## src/hw/rtl/bba_pkg.sv

```systemverilog
// bba_pkg: shared types and constants of the bitmap block allocator
// no dependencies; used by the interfaces, the controller, the datapath and the top level
package bba_pkg;

    localparam int WORD_BITS     = 32;
    localparam int WORD_IDX_BITS = 5;
    localparam int BLK_BITS      = 8;
    localparam int PB_BITS       = 9;
    localparam int STATUS_BITS   = 2;
    localparam int FIELD_REACH   = 256;

    localparam logic [PB_BITS-1:0] PB_RESET = 9'd256;

    // request action codes
    localparam logic ACT_ALLOC = 1'b0;
    localparam logic ACT_FREE  = 1'b1;

    // result status codes
    localparam logic [STATUS_BITS-1:0] ST_OK   = 2'd0;
    localparam logic [STATUS_BITS-1:0] ST_FULL = 2'd1;
    localparam logic [STATUS_BITS-1:0] ST_BAD  = 2'd2;

    // outcome of one request, chosen by the controller
    typedef enum logic [1:0] {
        RES_GRANT = 2'd0,
        RES_OK    = 2'd1,
        RES_FULL  = 2'd2,
        RES_BAD   = 2'd3
    } res_t;

    typedef struct packed {
        logic capture;
        logic rd_en;
        logic wr_en;
        logic next_word;
        logic load_out;
        res_t res;
    } cmd_t;

    typedef struct packed {
        logic action;
        logic in_range;
        logic bit_set;
        logic found;
        logic last_word;
    } sts_t;

endpackage

```

## src/hw/rtl/bba_req_if.sv

```systemverilog
// bba_req_if: request channel of the bitmap block allocator
// depends on bba_pkg for field widths
interface bba_req_if;
    logic                         valid;
    logic                         ready;
    logic                         action;
    logic [bba_pkg::BLK_BITS-1:0] block_number;

    modport source (output valid, output action, output block_number, input ready);
    modport sink   (input valid, input action, input block_number, output ready);
endinterface

```

## src/hw/rtl/bba_rsp_if.sv

```systemverilog
// bba_rsp_if: result channel of the bitmap block allocator
// depends on bba_pkg for field widths
interface bba_rsp_if;
    logic                            valid;
    logic                            ready;
    logic [bba_pkg::STATUS_BITS-1:0] status;
    logic [bba_pkg::BLK_BITS-1:0]    granted_block;

    modport source (output valid, output status, output granted_block, input ready);
    modport sink   (input valid, input status, input granted_block, output ready);
endinterface

```

## src/hw/rtl/bba_ctrl.sv

```systemverilog
// bba_ctrl: request sequencer of the bitmap block allocator
// depends on bba_pkg; drives bba_dp through cmd_t and reads its sts_t
module bba_ctrl (
    input  logic          clk,
    input  logic          rst_n,
    input  logic          req_valid,
    output logic          req_ready,
    output logic          rsp_valid,
    input  logic          rsp_ready,
    input  bba_pkg::sts_t sts,
    output bba_pkg::cmd_t cmd
);
    import bba_pkg::*;

    typedef enum logic [3:0] {
        S_IDLE = 4'b0001,
        S_READ = 4'b0010,
        S_EVAL = 4'b0100,
        S_RESP = 4'b1000
    } state_t;

    state_t state_reg, state_next;
    res_t   res_reg, res_next;
    logic   rsp_valid_reg, rsp_valid_next;

    always_comb
    begin
        state_next    = state_reg;
        res_next      = res_reg;
        cmd           = '0;
        cmd.res       = res_reg;
        case (state_reg)
            S_IDLE:
            begin
                if (req_valid)
                begin
                    cmd.capture = 1'b1;
                    state_next  = S_READ;
                end
            end
            S_READ:
            begin
                if (sts.action == ACT_FREE && !sts.in_range)
                begin
                    res_next   = RES_BAD;
                    state_next = S_RESP;
                end
                else
                begin
                    cmd.rd_en  = 1'b1;
                    state_next = S_EVAL;
                end
            end
            S_EVAL:
            begin
                if (sts.action == ACT_FREE)
                begin
                    cmd.wr_en  = sts.bit_set;
                    res_next   = sts.bit_set ? RES_OK : RES_BAD;
                    state_next = S_RESP;
                end
                else if (sts.found)
                begin
                    cmd.wr_en  = 1'b1;
                    res_next   = RES_GRANT;
                    state_next = S_RESP;
                end
                else if (sts.last_word)
                begin
                    res_next   = RES_FULL;
                    state_next = S_RESP;
                end
                else
                begin
                    cmd.next_word = 1'b1;
                    state_next    = S_READ;
                end
            end
            S_RESP:
            begin
                if (!rsp_valid_reg || rsp_ready)
                begin
                    cmd.load_out = 1'b1;
                    state_next   = S_IDLE;
                end
            end
            default:
            begin
                state_next = S_IDLE;
            end
        endcase
    end

    always_comb
    begin
        rsp_valid_next = rsp_valid_reg;
        if (cmd.load_out)
        begin
            rsp_valid_next = 1'b1;
        end
        else if (rsp_ready)
        begin
            rsp_valid_next = 1'b0;
        end
    end

    always_ff @(posedge clk or negedge rst_n)
    begin
        if (!rst_n)
        begin
            state_reg     <= S_IDLE;
            res_reg       <= RES_OK;
            rsp_valid_reg <= 1'b0;
        end
        else
        begin
            state_reg     <= state_next;
            res_reg       <= res_next;
            rsp_valid_reg <= rsp_valid_next;
        end
    end

    assign req_ready = (state_reg == S_IDLE);
    assign rsp_valid = rsp_valid_reg;

`ifndef ASSERT_OFF
    a_load_no_overwrite: assert property (@(posedge clk) disable iff (!rst_n)
        cmd.load_out |-> (!rsp_valid_reg || rsp_ready))
        else $error("result loaded over an untaken result");

    a_accept_reads: assert property (@(posedge clk) disable iff (!rst_n)
        (req_valid && req_ready) |=> (state_reg == S_READ))
        else $error("accepted request not sequenced");

    a_free_write_ok: assert property (@(posedge clk) disable iff (!rst_n)
        (cmd.wr_en && sts.action == ACT_FREE) |-> (sts.in_range && sts.bit_set))
        else $error("free of an unallocated or out of range block");

    a_alloc_write_found: assert property (@(posedge clk) disable iff (!rst_n)
        (cmd.wr_en && sts.action == ACT_ALLOC) |-> sts.found)
        else $error("allocate wrote without a free block");
`endif

endmodule

```

## src/hw/rtl/bba_dp.sv

```systemverilog
// bba_dp: bitmap word store, scan logic and result registers of the allocator
// depends on bba_pkg; sequenced by bba_ctrl through cmd_t
module bba_dp #(
    parameter int NUM_BLOCKS = 256
) (
    input  logic                               clk,
    input  logic                               rst_n,
    input  logic                               cfg_wr_en,
    input  logic [bba_pkg::PB_BITS-1:0]        cfg_wr_data,
    input  logic                               req_action,
    input  logic [bba_pkg::BLK_BITS-1:0]       req_block_number,
    input  bba_pkg::cmd_t                      cmd,
    output bba_pkg::sts_t                      sts,
    output logic [bba_pkg::STATUS_BITS-1:0]    rsp_status,
    output logic [bba_pkg::BLK_BITS-1:0]       rsp_granted_block
);
    import bba_pkg::*;

    localparam int USE_BLOCKS = (NUM_BLOCKS < FIELD_REACH) ? NUM_BLOCKS : FIELD_REACH;
    localparam int NUM_WORDS  = (USE_BLOCKS + WORD_BITS - 1) / WORD_BITS;
    localparam int WA         = (NUM_WORDS > 1) ? $clog2(NUM_WORDS) : 1;

    logic [PB_BITS-1:0]       pb_reg;
    logic                     act_reg;
    logic [BLK_BITS-1:0]      blk_reg;
    logic [WA-1:0]            widx_reg;
    logic [NUM_WORDS-1:0]     vld_reg;
    logic [WORD_BITS-1:0]     mem [NUM_WORDS];
    logic [WORD_BITS-1:0]     mem_q;
    logic                     vld_q;
    logic                     zero_q;
    logic [STATUS_BITS-1:0]   status_reg;
    logic [BLK_BITS-1:0]      granted_reg;

    logic [PB_BITS-1:0]       lim;
    logic [PB_BITS-1:0]       base;
    logic [PB_BITS-1:0]       rem;
    logic [WORD_BITS-1:0]     lim_mask;
    logic [WORD_BITS-1:0]     word;
    logic [WORD_BITS-1:0]     free;
    logic [WORD_IDX_BITS-1:0] fidx;
    logic [WORD_BITS-1:0]     new_word;

    // usable limit and the window of this word that lies below it
    assign lim  = (pb_reg > PB_BITS'(USE_BLOCKS)) ? PB_BITS'(USE_BLOCKS) : pb_reg;
    assign base = PB_BITS'({widx_reg, {WORD_IDX_BITS{1'b0}}});
    assign rem  = (lim > base) ? (lim - base) : '0;

    always_comb
    begin
        for (int j = 0; j < WORD_BITS; j++)
        begin
            lim_mask[j] = (PB_BITS'(j) < rem);
        end
    end

    // words never written read as their reset value
    assign word = vld_q ? mem_q : (zero_q ? WORD_BITS'(1) : '0);
    assign free = ~word & lim_mask;

    always_comb
    begin
        fidx = '0;
        for (int j = WORD_BITS - 1; j >= 0; j--)
        begin
            if (free[j])
            begin
                fidx = WORD_IDX_BITS'(j);
            end
        end
    end

    always_comb
    begin
        if (act_reg == ACT_FREE)
        begin
            new_word = word & ~(WORD_BITS'(1) << blk_reg[WORD_IDX_BITS-1:0]);
        end
        else
        begin
            new_word = word | (WORD_BITS'(1) << fidx);
        end
    end

    assign sts.action    = act_reg;
    assign sts.in_range  = ({1'b0, blk_reg} < lim);
    assign sts.bit_set   = word[blk_reg[WORD_IDX_BITS-1:0]];
    assign sts.found     = |free;
    assign sts.last_word = (rem <= PB_BITS'(WORD_BITS));

    always_ff @(posedge clk or negedge rst_n)
    begin
        if (!rst_n)
        begin
            pb_reg  <= PB_RESET;
            vld_reg <= '0;
            vld_q   <= 1'b0;
            zero_q  <= 1'b0;
        end
        else
        begin
            if (cfg_wr_en)
            begin
                pb_reg <= cfg_wr_data;
            end
            if (cmd.wr_en)
            begin
                vld_reg[widx_reg] <= 1'b1;
            end
            if (cmd.rd_en)
            begin
                vld_q  <= vld_reg[widx_reg];
                zero_q <= (widx_reg == '0);
            end
        end
    end

    always_ff @(posedge clk)
    begin
        if (cmd.wr_en)
        begin
            mem[widx_reg] <= new_word;
        end
        if (cmd.rd_en)
        begin
            mem_q <= mem[widx_reg];
        end
    end

    always_ff @(posedge clk)
    begin
        if (cmd.capture)
        begin
            act_reg  <= req_action;
            blk_reg  <= req_block_number;
            widx_reg <= (req_action == ACT_FREE) ? req_block_number[WORD_IDX_BITS +: WA] : '0;
        end
        else if (cmd.next_word)
        begin
            widx_reg <= WA'(widx_reg + 1'b1);
        end
        if (cmd.load_out)
        begin
            case (cmd.res)
                RES_GRANT:
                begin
                    status_reg  <= ST_OK;
                    granted_reg <= BLK_BITS'({widx_reg, fidx});
                end
                RES_OK:
                begin
                    status_reg  <= ST_OK;
                    granted_reg <= '0;
                end
                RES_FULL:
                begin
                    status_reg  <= ST_FULL;
                    granted_reg <= '0;
                end
                default:
                begin
                    status_reg  <= ST_BAD;
                    granted_reg <= '0;
                end
            endcase
        end
    end

    assign rsp_status        = status_reg;
    assign rsp_granted_block = granted_reg;

endmodule

```

## src/hw/rtl/bitmap_block_allocator.sv

```systemverilog
// sequence: a free reads its map word, evaluates it and loads the result (an out-of-range
// free skips the read); an allocate reads and evaluates one 32-bit map word at a time until
// a free bit or the last word under the limit; flow: one request in flight, the next can
// transfer in the cycle after the result load, which waits while a result is held on rsp
// reset: map reads as block 0 allocated and all others free at once (per-word valid
// bits, no clearing pass); the partition size register returns to 256
// bitmap_block_allocator: top level, first-fit free-block allocator over a bitmap
// depends on bba_pkg, bba_req_if, bba_rsp_if, bba_ctrl and bba_dp
module bitmap_block_allocator #(
    parameter int NUM_BLOCKS = 256
) (
    input  logic                        clk,
    input  logic                        rst_n,
    bba_req_if.sink                     req,
    bba_rsp_if.source                   rsp,
    input  logic                        cfg_wr_en,
    input  logic [bba_pkg::PB_BITS-1:0] cfg_wr_data
);
    import bba_pkg::*;

    // command and status between the sequencer and the datapath
    cmd_t cmd;
    sts_t sts;

    // controller: walks each request through read, evaluate (per map word on allocate) and
    // result load, with no read for an out-of-range free; the result sits in an output register
    // so the next request can transfer in while an earlier result still waits on rsp
    bba_ctrl u_ctrl (
        .clk       (clk),
        .rst_n     (rst_n),
        .req_valid (req.valid),
        .req_ready (req.ready),
        .rsp_valid (rsp.valid),
        .rsp_ready (rsp.ready),
        .sts       (sts),
        .cmd       (cmd)
    );

    // datapath: partition size register, 32-bit map words with registered read,
    // lowest-free-bit search inside one word and the result registers
    bba_dp #(
        .NUM_BLOCKS (NUM_BLOCKS)
    ) u_dp (
        .clk               (clk),
        .rst_n             (rst_n),
        .cfg_wr_en         (cfg_wr_en),
        .cfg_wr_data       (cfg_wr_data),
        .req_action        (req.action),
        .req_block_number  (req.block_number),
        .cmd               (cmd),
        .sts               (sts),
        .rsp_status        (rsp.status),
        .rsp_granted_block (rsp.granted_block)
    );

endmodule

```

## src/flat_wrapper.sv

```systemverilog
// flat-port wrapper written by rule: the top's interface ports become plain ports
module bitmap_block_allocator_flat import bba_pkg::*;
#(
    parameter int NUM_BLOCKS = 256
)
  (clk, rst_n, cfg_wr_en, cfg_wr_data, req_valid, req_action, req_block_number, req_ready, rsp_valid, rsp_status, rsp_granted_block, rsp_ready);
  bba_req_if req_i ();
  bba_rsp_if rsp_i ();
  input  logic clk;
  input  logic rst_n;
  input  logic cfg_wr_en;
  input  logic [bba_pkg::PB_BITS-1:0] cfg_wr_data;
  input wire logic [$bits(req_i.valid)-1:0] req_valid;
  input wire logic [$bits(req_i.action)-1:0] req_action;
  input wire logic [$bits(req_i.block_number)-1:0] req_block_number;
  output wire logic [$bits(req_i.ready)-1:0] req_ready;
  output wire logic [$bits(rsp_i.valid)-1:0] rsp_valid;
  output wire logic [$bits(rsp_i.status)-1:0] rsp_status;
  output wire logic [$bits(rsp_i.granted_block)-1:0] rsp_granted_block;
  input wire logic [$bits(rsp_i.ready)-1:0] rsp_ready;
  assign req_i.valid = req_valid;
  assign req_i.action = req_action;
  assign req_i.block_number = req_block_number;
  assign req_ready = req_i.ready;
  assign rsp_valid = rsp_i.valid;
  assign rsp_status = rsp_i.status;
  assign rsp_granted_block = rsp_i.granted_block;
  assign rsp_i.ready = rsp_ready;
  bitmap_block_allocator #(.NUM_BLOCKS(NUM_BLOCKS)) u_core (.clk(clk), .rst_n(rst_n), .req(req_i), .rsp(rsp_i), .cfg_wr_en(cfg_wr_en), .cfg_wr_data(cfg_wr_data));
endmodule
```

## config.mk

```make
export PLATFORM = sky130hd
export DESIGN_NAME = bitmap_block_allocator_flat
export DESIGN_NICKNAME = d
export VERILOG_FILES = /design/src/hw/rtl/bba_pkg.sv /design/src/hw/rtl/bba_req_if.sv /design/src/hw/rtl/bba_rsp_if.sv /design/src/hw/rtl/bba_ctrl.sv /design/src/hw/rtl/bba_dp.sv /design/src/hw/rtl/bitmap_block_allocator.sv /design/src/flat_wrapper.sv
export SDC_FILE = /design/constraint.sdc
export NUM_CORES = 1
export LEC_CHECK = 0
export ABC_AREA = 0
export BUFFER_PORTS_ARGS = -buffer_cell sky130_fd_sc_hd__buf_4
export CAP_MARGIN = 10
export CORE_UTILIZATION = 55
export DETAILED_ROUTE_END_ITERATION = 10
export PLACE_DENSITY_LB_ADDON = 0.3
export SETUP_SLACK_MARGIN = 0.5
export SLEW_MARGIN = 20
export SYNTH_ARGS = -nofsm -noshare
export SYNTH_HDL_FRONTEND = slang
export SYNTH_SLANG_ARGS = --single-unit
```

## constraint.sdc

```tcl
create_clock -name clk -period 19.45 [get_ports clk]
set_input_delay 2.9175 -clock clk [delete_from_list [all_inputs] [get_ports clk]]
set_output_delay 2.9175 -clock clk [all_outputs]
set_load 0.1 [all_outputs]
```

==> impl_metrics.py, run 1 <==
metrics = {
    "job": {
        "maxCapViolations": 0,
    },
    "drt": {
        "wl_mm": 38.2,
        "routedWlPerCell_um": 25.9,
        "ant_nets": 0,
        "drc_errors": 7,
        "drtIter0Drc": 1389,
        "num_vias": 10000,
        "first_pass_iters": 9,
        "vias_per_cell": 6.82,
    },
    "die": {
        "die_w_um": 166,
        "start_util_pct": 56.6,
        "coreArea_um2": 26300,
        "ioPinCount": 35,
        "die_area_um2": 27700,
        "die_h_um": 166,
        "rows": 59,
    },
    "worst_setup_path": {
        "cp_max_fo": 21,
        "required_ps": 19720,
        "critical_path_class": "flip-flop to flip-flop",
        "cp-start-kind": "flip-flop",
        "r2r_cells": 16,
        "setup.worst_path.end_class": "flip-flop",
        "reg2reg_to": "u_core.u_dp.mem[2][14]",
        "r2r_slack_ps": 12820,
        "critPathLaunch": "u_core.u_dp.pb_reg[8]",
        "critPathArrivalTime_ps": 6900,
        "r2r-start": "u_core.u_dp.pb_reg[8]",
    },
    "synthesis": {
        "synth_seq_cells": 336,
        "yosysTopAreaCell": "edfxtp_1",
        "synth_common_cells": "edfxtp_1 (310), a22oi_1 (132), nand2_1 (66)",
        "ys_async_sr_fraction_pct": 7.74,
        "synth_flop_cell": "edfxtp_1",
        "yosysSeqAreaShare_pct": 67.0,
        "avgSynthCellArea_um2": 13.7,
        "ys_top_cells_by_area": "edfxtp_1 (63%), a22oi_1 (6.7%), dfrtp_1 (3.9%), nand2_1 (1.7%), nand4_1 (1.6%)",
        "synth_top_area_share_pct": 62.6,
        "synth.distinct_cells": 98,
        "synth_fp_nets": 1121,
        "synth_edf_count": 310,
        "synth_area_um2": 14900,
        "yosys_warnings": 0,
        "post-synth-top-count-cell": "edfxtp_1",
        "synthCells": 1085,
    },
    "clock_tree": {
        "postCtsSetupRepairBufs": 0,
        "cts_hold_buf": 0,
        "clockRootBuffer": "clkbuf_16",
        "cts.sinks": 336,
        "cts_tree": "built",
        "clock_latency_ps": 520,
        "cts.clk_slew.worst_paths_ps": 60,
        "cts_resized": 0,
        "clockBufferDepth": 3,
        "cts_made_buffers": 35,
        "htreeDepth": 2,
    },
    "global_route": {
        "grt_pass1_vias": 9720,
        "track_usage_pct": 27.9,
        "overflow": 0,
        "grt_pass1_wl_mm": 58.2,
        "antenna_found_initial": 0,
        "grt_start_max_net_pins": 49,
    },
    "timing": {
        "setup_viol": 0,
        "fin_worst_skew_ps": 16.8,
        "finalMaxSlewViolations": 0,
        "fin_setup_tns_ps": 0,
        "rsz0062_at_grt": "false",
        "worst_pin_slew_ps": 1120,
        "layout_min_cycle_time_ps": 6630,
        "whs_ps": 478,
        "final-hold-violation-count": 0,
        "clock.fmax_mhz": 151,
        "slew_headroom_pct": 24.5,
        "period_share_pct": 34.1,
    },
    "power_and_ir_drop": {
        "peakVddDrop_uv": 87.0,
        "p_leak_nw": 5.45,
        "p_per_area_nw_per_um2": 140,
        "power_mw": 2.34,
    },
    "layout": {
        "multi_input_area_um2": 4690,
        "seq_area_um2": 9960,
        "num_antenna_cells": 0,
        "num-fill-cells": 1917,
        "fin_nets": 1148,
        "drive_above_1_share_pct": 16.1,
        "syn2layout_area_growth_pct": 12.2,
        "largest_reg_flops": 256,
    },
    "hold_path": {
        "hold_path.class": "flip-flop to flip-flop",
        "min_path_cells": 1,
        "holdPathEnd": "u_core.u_dp.vld_reg[3]",
        "worstHoldStart": "u_core.u_dp.vld_reg[3]",
    },
    "placement": {
        "numPortBuffers": 34,
        "globalplace.congestion": 0.934,
        "hpwl_mm": 24.1,
    },
    "status": {
        "status": "finished, violations left",
        "violations": "design-rule violations",
    },
}
## final cells by class
cell class	count	share of cell area (%)
Inverter	18	0.405
Multi-Input combinational cell	669	28.1
Clock inverter	20	0.922
Timing Repair Buffer	52	2.85
Sequential cell	336	59.7
Clock buffer	42	5.52
Tap cell	335	2.51
## routing by layer
layer / vias up / wire length [um] / GRT usage [%]
met5: - / 0 / 0
li1: 4438 / - / -
met2: 596 / 17600 / 43.6
met4: 0 / 829 / 9.50
met3: 85 / 4010 / 4.42
met1: 4924 / 15700 / 40.3
## how the worst max path moves through the flow
| stage | to | slack (ps) | cells past startpoint |
|---|---|---|---|
| 6_report | u_core.u_dp.mem[2][14] | 12820 | 16 |
| 4_1_cts | u_core.u_dp.mem[5][13] | 12900 | 15 |
| 2_1_floorplan | u_core.u_dp.mem[0][0] | 12360 | 18 |
| 3_3_place_gp | u_core.u_dp.mem[4][9] | 13050 | 14 |
| 5_1_grt | u_core.u_dp.mem[2][13] | 12420 | 16 |
| 3_5_place_dp | u_core.u_dp.mem[5][6] | 12930 | 15 |
## critical path, stage by stage, from the launching register on
cell	delay, ps
dfstp_2	790
inv_1	400
nand2_1	210
ha_1	200
inv_1	60
fa_1	430
a21oi_2	680
a31oi_2	140
or2_1	570
nand2_1	290
o2111ai_1	270
a2111oi_4	520
nand4_1	280
nor2_1	160
a211o_1	750
nor2_4	310
buf_16	260
## kinds of logic (layout without fill, tap and decap cells)
logic type | after synthesis | count (layout) | synth area share (%)
muxes | 18 | 18 | 1.83
DFF | 336 | 336 | 67.0
buffers and inverters | 80 | 132 | 2.29
xor gates and xnor gates | 6 | 6 | 0.454
AOI/OAI and AO/OA | 331 | 331 | 16.5
and+or+nand+nor | 301 | 301 | 10.8
adders and majority gates | 13 | 13 | 1.14
## power breakdown
part | switching (mW) | internal [mW]
logic | 0.529 | 0.228
registers | 0.0518 | 0.909
clock network | 0.270 | 0.355
## metrics by stage
step,utilization [%],area (um^2),std cells,worst slack [ps]
CTS,63.1,16600,1468,12900
detailed placement,59.0,15500,1406,12930
floorplan,-,14900,1085,12360
global placement,59.0,15500,1405,13050
finish,63.5,16700,1472,12820
global route,63.5,16700,1472,12420
## layout by cell type (no fill, tap or decap), types with 10 or more instances in the layout
cell,count
nor3_2,13
nand3_1,25
and2_1,11
clkinv_1,11
a22oi_1,132
a21oi_1,22
inv_1,15
o21ai_0,37
nand2b_1,13
nor2_1,50
mux2_2,10
clkbuf_16,35
o22ai_1,13
nor3_1,22
nand4_1,37
dfrtp_1,23
edfxtp_1,310
ha_1,12
nand2_1,66
buf_4,47
o21bai_1,10
a211oi_1,10
o211ai_1,12
No activity file was read; power rests on OpenSTA's default activity.
==> inputs of run 2 (changes only) <==
clock period = 6.1 ns   (was 19.45 ns; I/O delays follow)
==> run 2 against run 1 <==
The flow still finishes with violations (design-rule violations). Hold slack got worse by 180 ps. Combinational power rose to 3.3 times the previous value. Routed wire length rose by 5.8%. Global-route usage rose by 1.6 points. Largest cell class unchanged.
==> impl_metrics.py, run 2 (synthesis gave the netlist of run 1 again) <==
metrics = {
    "status": {
        "status": "finished, violations left",
        "violations": "design-rule violations",
    },
    "layout": {
        "num-fill-cells": 1961,
        "layout_common_cells": "edfxtp_1 (310), a22oi_1 (132), buf_4 (75), nand2_1 (66), nor2_1 (49)",
        "largest_reg_flops": 256,
        "num_antenna_cells": 0,
        "multi_input_area_um2": 4710,
        "layout_commonest_cell": "edfxtp_1",
        "finalCoreUtilization_pct": 63.8,
        "seq_area_um2": 9960,
        "drive_above_1_share_pct": 18.0,
        "fin_nets": 1171,
        "syn2layout_area_growth_pct": 12.7,
    },
    "worst_setup_path": {
        "r2r-start": "u_core.u_dp.widx_reg[2]",
        "crit_top_cell": "buf_4",
        "path_cells": "inv_2 > ha_1 > and3_1 > a31oi_2 > or2_1 > nand2_1 > o2111ai_1 > a2111oi_4 > nand4_1 > nor2_1 > a211o_1 > buf_4 > nor2_4 > buf_4",
        "setup.worst_path.end_class": "flip-flop",
        "cp-start-kind": "flip-flop",
        "cp_max_fo": 21,
        "critPathArrivalTime_ps": 5490,
        "slowest_stage": "edfxtp_1",
        "slowest_delay_ps": 680,
        "required_ps": 6290,
        "critPathLaunch": "u_core.u_dp.widx_reg[2]",
        "critical_path_class": "flip-flop to flip-flop",
    },
    "drt": {
        "vias_per_cell": 6.86,
        "num_vias": 10300,
        "routedWlPerCell_um": 27.0,
        "first_pass_iters": 9,
        "wl_mm": 40.4,
        "ant_nets": 0,
        "drtIter0Drc": 1367,
        "drc_errors": 7,
    },
    "global_route": {
        "grt_pass1_wl_mm": 61.1,
        "met3_usage_pct": 6.13,
        "grt_pass1_vias": 9895,
        "grt_use_met2_pct": 45.3,
        "antenna_found_initial": 0,
        "track_usage_pct": 29.5,
        "overflow": 0,
        "grt_start_max_net_pins": 44,
        "grtUsageMet1_pct": 41.2,
        "top_usage_layer": "met2",
    },
    "clock_tree": {
        "cts_made_buffers": 35,
        "clockBufferDepth": 3,
        "cts.clk_slew.worst_paths_ps": 60,
        "cts.sinks": 336,
        "cts_tree": "built",
        "clockRootBuffer": "clkbuf_16",
        "clock_latency_ps": 530,
        "htreeDepth": 2,
        "postCtsSetupRepairBufs": 0,
    },
    "timing": {
        "fin_setup_tns_ps": 0,
        "slew_headroom_pct": 37.4,
        "clock.fmax_mhz": 188,
        "layout_min_cycle_time_ps": 5310,
        "whs_ps": 298,
        "finalMaxSlewViolations": 0,
        "final-hold-violation-count": 0,
        "worst_pin_slew_ps": 937,
        "setup_viol": 0,
        "period_share_pct": 87.0,
        "rsz0062_at_grt": "false",
        "fin_worst_skew_ps": 11.0,
    },
    "power_and_ir_drop": {
        "peakVddDrop_uv": 307,
        "p_per_area_nw_per_um2": 447,
        "p_leak_nw": 5.52,
    },
    "die": {
        "coreArea_um2": 26300,
        "ioPinCount": 35,
        "die_w_um": 166,
        "start_util_pct": 56.6,
        "die_h_um": 166,
        "rows": 59,
        "die_area_um2": 27700,
    },
    "placement": {
        "hpwl_mm": 25.2,
        "globalplace.congestion": 1.03,
        "numPortBuffers": 34,
    },
    "hold_path": {
        "hold_path.class": "input port to async pin",
    },
    "job": {
        "maxCapViolations": 0,
    },
}
==> run 2: worst paths after layout <==
kind                                                 end  slack [ps]  cells past startpoint
min in group clk                  u_core.u_dp.vld_reg[4]         480                      1
worst min-delay path             u_core.u_ctrl.rsp_valid         300                      1
worst max-delay path               u_core.u_dp.mem[6][8]         790                     14
worst min register to register    u_core.u_dp.vld_reg[4]         480                      1
worst max register to register     u_core.u_dp.mem[6][8]         790                     14
max in group asynchronous       u_core.u_ctrl.res_reg[0]        5500                      1
==> run 2: layer usage <==
layer / vias to the layer above / wire, um
met2: 605 / 18300
met5: - / 0
met4: 0 / 1660
li1: 4484 / -
met3: 101 / 3970
met1: 5076 / 16500
==> run 2: power breakdown <==
part           total, mW  switching [mW]  internal [mW]
Combinational       2.49            1.71          0.780
Clock               1.95           0.881           1.07
Sequential          3.06           0.164           2.89
==> run 2: cell type report <==
| class | count | share of cell area [%] |
|---|---|---|
| repair buffers | 75 | 3.36 |
| well taps | 335 | 2.50 |
| inverters | 18 | 0.403 |
| clock inverters | 22 | 0.917 |
| flip-flops and latches | 336 | 59.4 |
| multi-input cells | 669 | 28.1 |
| clock buffers | 41 | 5.36 |
==> run 2: metrics by stage <==
step                setup slack, ps  power [mW]  instance area, um^2  cells
floorplan                       621        4.71                14900   1085
global placement                872        5.50                15700   1433
detailed placement              796        5.52                15700   1433
CTS                             709        7.47                16800   1496
global route                    513        7.81                16800   1496
finish                          794        7.50                16800   1496
==> run 2: repair_timing <==
item / in CTS / in global routing
endpoints found under the setup margin: 0 / 171
hold buffers: 0 / 0
gates resized for setup: 0 / 3
==> run 2: worst max-delay path, delay by kind of cell (launching register included) <==
kind	cells	cell delay (ps)
and+or+nand+nor	6	1590
buffers and inverters	3	910
adders and majority gates	1	450
DFF	1	680
AOI/OAI and AO/OA	4	1300
==> inputs of run 3 (changes only) <==
PLACE_DENSITY = 0.71   (was not set)
PLACE_DENSITY_LB_ADDON = not set   (was 0.3)
==> run 3 against run 2 <==
The flow still finishes with violations (design-rule violations). Fmax shrank 2.1%. Register-to-register slack lost 110 ps. Clock power is essentially flat. Clock-buffer cell count grew 1. Sequential share of layout area shrank 0.36 points. Setup slack lost 110 ps. Die area is the same. Combinational power is essentially flat. Flip-flop and latch count is the same. Utilization grew 0.41 points. Clock skew grew 14 ps.
==> impl_metrics.py, run 3 (synthesis gave the netlist of run 1 again) <==
metrics = {
    "worst_setup_path": {
        "critPathArrivalTime_ps": 5800,
        "critical_path_class": "flip-flop to flip-flop",
        "slowest_delay_ps": 760,
        "slowest_stage": "dfstp_4",
        "cp-start-kind": "flip-flop",
        "cp_max_fo": 21,
        "setup.worst_path.end_class": "flip-flop",
        "crit_top_cell": "inv_1",
        "path_cells": "inv_1 > nand2_1 > ha_1 > inv_1 > fa_1 > nand2b_1 > nor3_1 > nand3_1 > o21ai_0 > o21ai_1 > a2111oi_4 > o211ai_2 > nor2_2 > nand3_2 > o31ai_1 > buf_4",
        "required_ps": 6480,
    },
    "global_route": {
        "grt_pass1_wl_mm": 60.8,
        "grt_start_max_net_pins": 34,
        "track_usage_pct": 29.7,
        "overflow": 0,
        "antenna_found_initial": 1,
        "grt_pass1_vias": 9818,
    },
    "timing": {
        "fin_setup_tns_ps": 0,
        "final.setup.worst_slack_ps": 679,
        "layout_min_cycle_time_ps": 5420,
        "slew_headroom_pct": 38.3,
        "rsz0062_at_grt": "false",
        "clock.fmax_mhz": 184,
        "finalMaxSlewViolations": 0,
        "worst_pin_slew_ps": 924,
        "fin_worst_skew_ps": 25.4,
        "period_share_pct": 88.9,
        "setup_viol": 0,
        "final-hold-violation-count": 0,
    },
    "job": {
        "maxCapViolations": 0,
    },
    "placement": {
        "numPortBuffers": 34,
        "dp_cells": 1427,
        "hpwl_mm": 25.3,
        "globalplace.congestion": 0.982,
        "pre_cts_ws_ps": 349,
    },
    "layout": {
        "layout_common_cells": "edfxtp_1 (310), a22oi_1 (132), nand2_1 (66), buf_4 (63), nor2_1 (49)",
        "seq_area_um2": 9970,
        "largest_reg_flops": 256,
        "layout_commonest_cell": "edfxtp_1",
        "num-fill-cells": 1937,
        "finalCoreUtilization_pct": 64.2,
        "fin_nets": 1164,
        "multi_input_area_um2": 4790,
        "syn2layout_area_growth_pct": 13.5,
        "num_antenna_cells": 0,
        "drive_above_1_share_pct": 18.3,
        "final_cells": 1484,
    },
    "drt": {
        "drtIter0Drc": 1331,
        "first_pass_iters": 9,
        "drc_errors": 8,
        "num_vias": 10200,
        "ant_nets": 0,
        "vias_per_cell": 6.89,
        "routedWlPerCell_um": 27.7,
        "wl_mm": 41.1,
    },
    "status": {
        "violations": "design-rule violations",
        "status": "finished, violations left",
    },
    "die": {
        "die_area_um2": 27700,
        "rows": 59,
        "die_w_um": 166,
        "die_h_um": 166,
        "coreArea_um2": 26300,
        "ioPinCount": 35,
        "start_util_pct": 56.6,
    },
    "power_and_ir_drop": {
        "p_per_area_nw_per_um2": 447,
        "p_leak_nw": 5.54,
        "peakVddDrop_uv": 244,
    },
    "clock_tree": {
        "clockBufferDepth": 3,
        "cts_made_buffers": 34,
        "cts_tree": "built",
        "clockRootBuffer": "clkbuf_16",
        "htreeDepth": 2,
        "clock_latency_ps": 530,
        "cts.sinks": 336,
        "cts.clk_slew.worst_paths_ps": 60,
        "postCtsSetupRepairBufs": 0,
    },
    "hold_path": {
        "hold_path.class": "input port to async pin",
    },
}
==> run 3: changes by cell type in the layout (fill, tap and decap cells not counted), sizes merged <==
cell,change
buf,-6
clkinv,-5
clkinvlp,-3
bufinv,+2
clkbuf,+1
inv,-1
==> run 3: final timing paths <==
path                                         from                       end  slack [ps]  depth (start not counted)
max in group asynchronous                   rst_n  u_core.u_ctrl.res_reg[0]        5470                          1
min in group clk           u_core.u_dp.vld_reg[0]    u_core.u_dp.vld_reg[0]         480                          2
min reg2reg                u_core.u_dp.vld_reg[0]    u_core.u_dp.vld_reg[0]         480                          2
min                                         rst_n     u_core.u_dp.pb_reg[0]         320                          1
max reg2reg                 u_core.u_dp.pb_reg[8]    u_core.u_dp.mem[2][28]         680                         16
max                         u_core.u_dp.pb_reg[8]    u_core.u_dp.mem[2][28]         680                         16
==> run 3: layout make-up <==
type / count / area share (%)
Sequential cell: 336 / 59.0
Multi-Input combinational cell: 669 / 28.4
Clock buffer: 42 / 5.34
Timing Repair Buffer: 69 / 3.51
Tap cell: 335 / 2.48
Clock inverter: 15 / 0.852
Inverter: 18 / 0.400
==> run 3: metrics by stage <==
stage	total power, mW	cell area [um^2]	hold slack [ps]
2_1_floorplan	4.71	14900	431
3_3_place_gp	5.50	15700	447
3_5_place_dp	5.52	15700	461
4_1_cts	7.49	16800	324
5_1_grt	7.83	16900	337
6_report	7.55	16900	317
==> run 3: where the power goes <==
| group | switching [mW] | internal (mW) |
|---|---|---|
| clock network | 0.830 | 1.14 |
| registers | 0.202 | 2.89 |
| logic | 1.70 | 0.785 |
| total | 2.73 | 4.82 |
==> run 3: what timing repair did <==
item                                    4_1_cts  5_1_grt
endpoints found under the hold margin         0        0
hold buffers                                  0        0
gates resized for setup                       3       14
endpoints found under the setup margin       95      481
==> run 3: worst max-delay path: cells and delay by family (launching register included) <==
kind	cells	cell delay, ps
flip-flops	1	760
AO/OA/AOI/OAI	5	1910
buffers and inverters	3	500
AND/OR/NAND/NOR	6	1420
adder cells (fa/ha/maj)	2	690
==> run 3: layer usage <==
layer  share of wire (%)  vias up  track usage, %
li1                    -     4460               -
met1                  42     5076            42.3
met2                  47      588            46.5
met3                 8.5       94            4.42
met4                 3.2        0            11.4
met5                   0        -               0
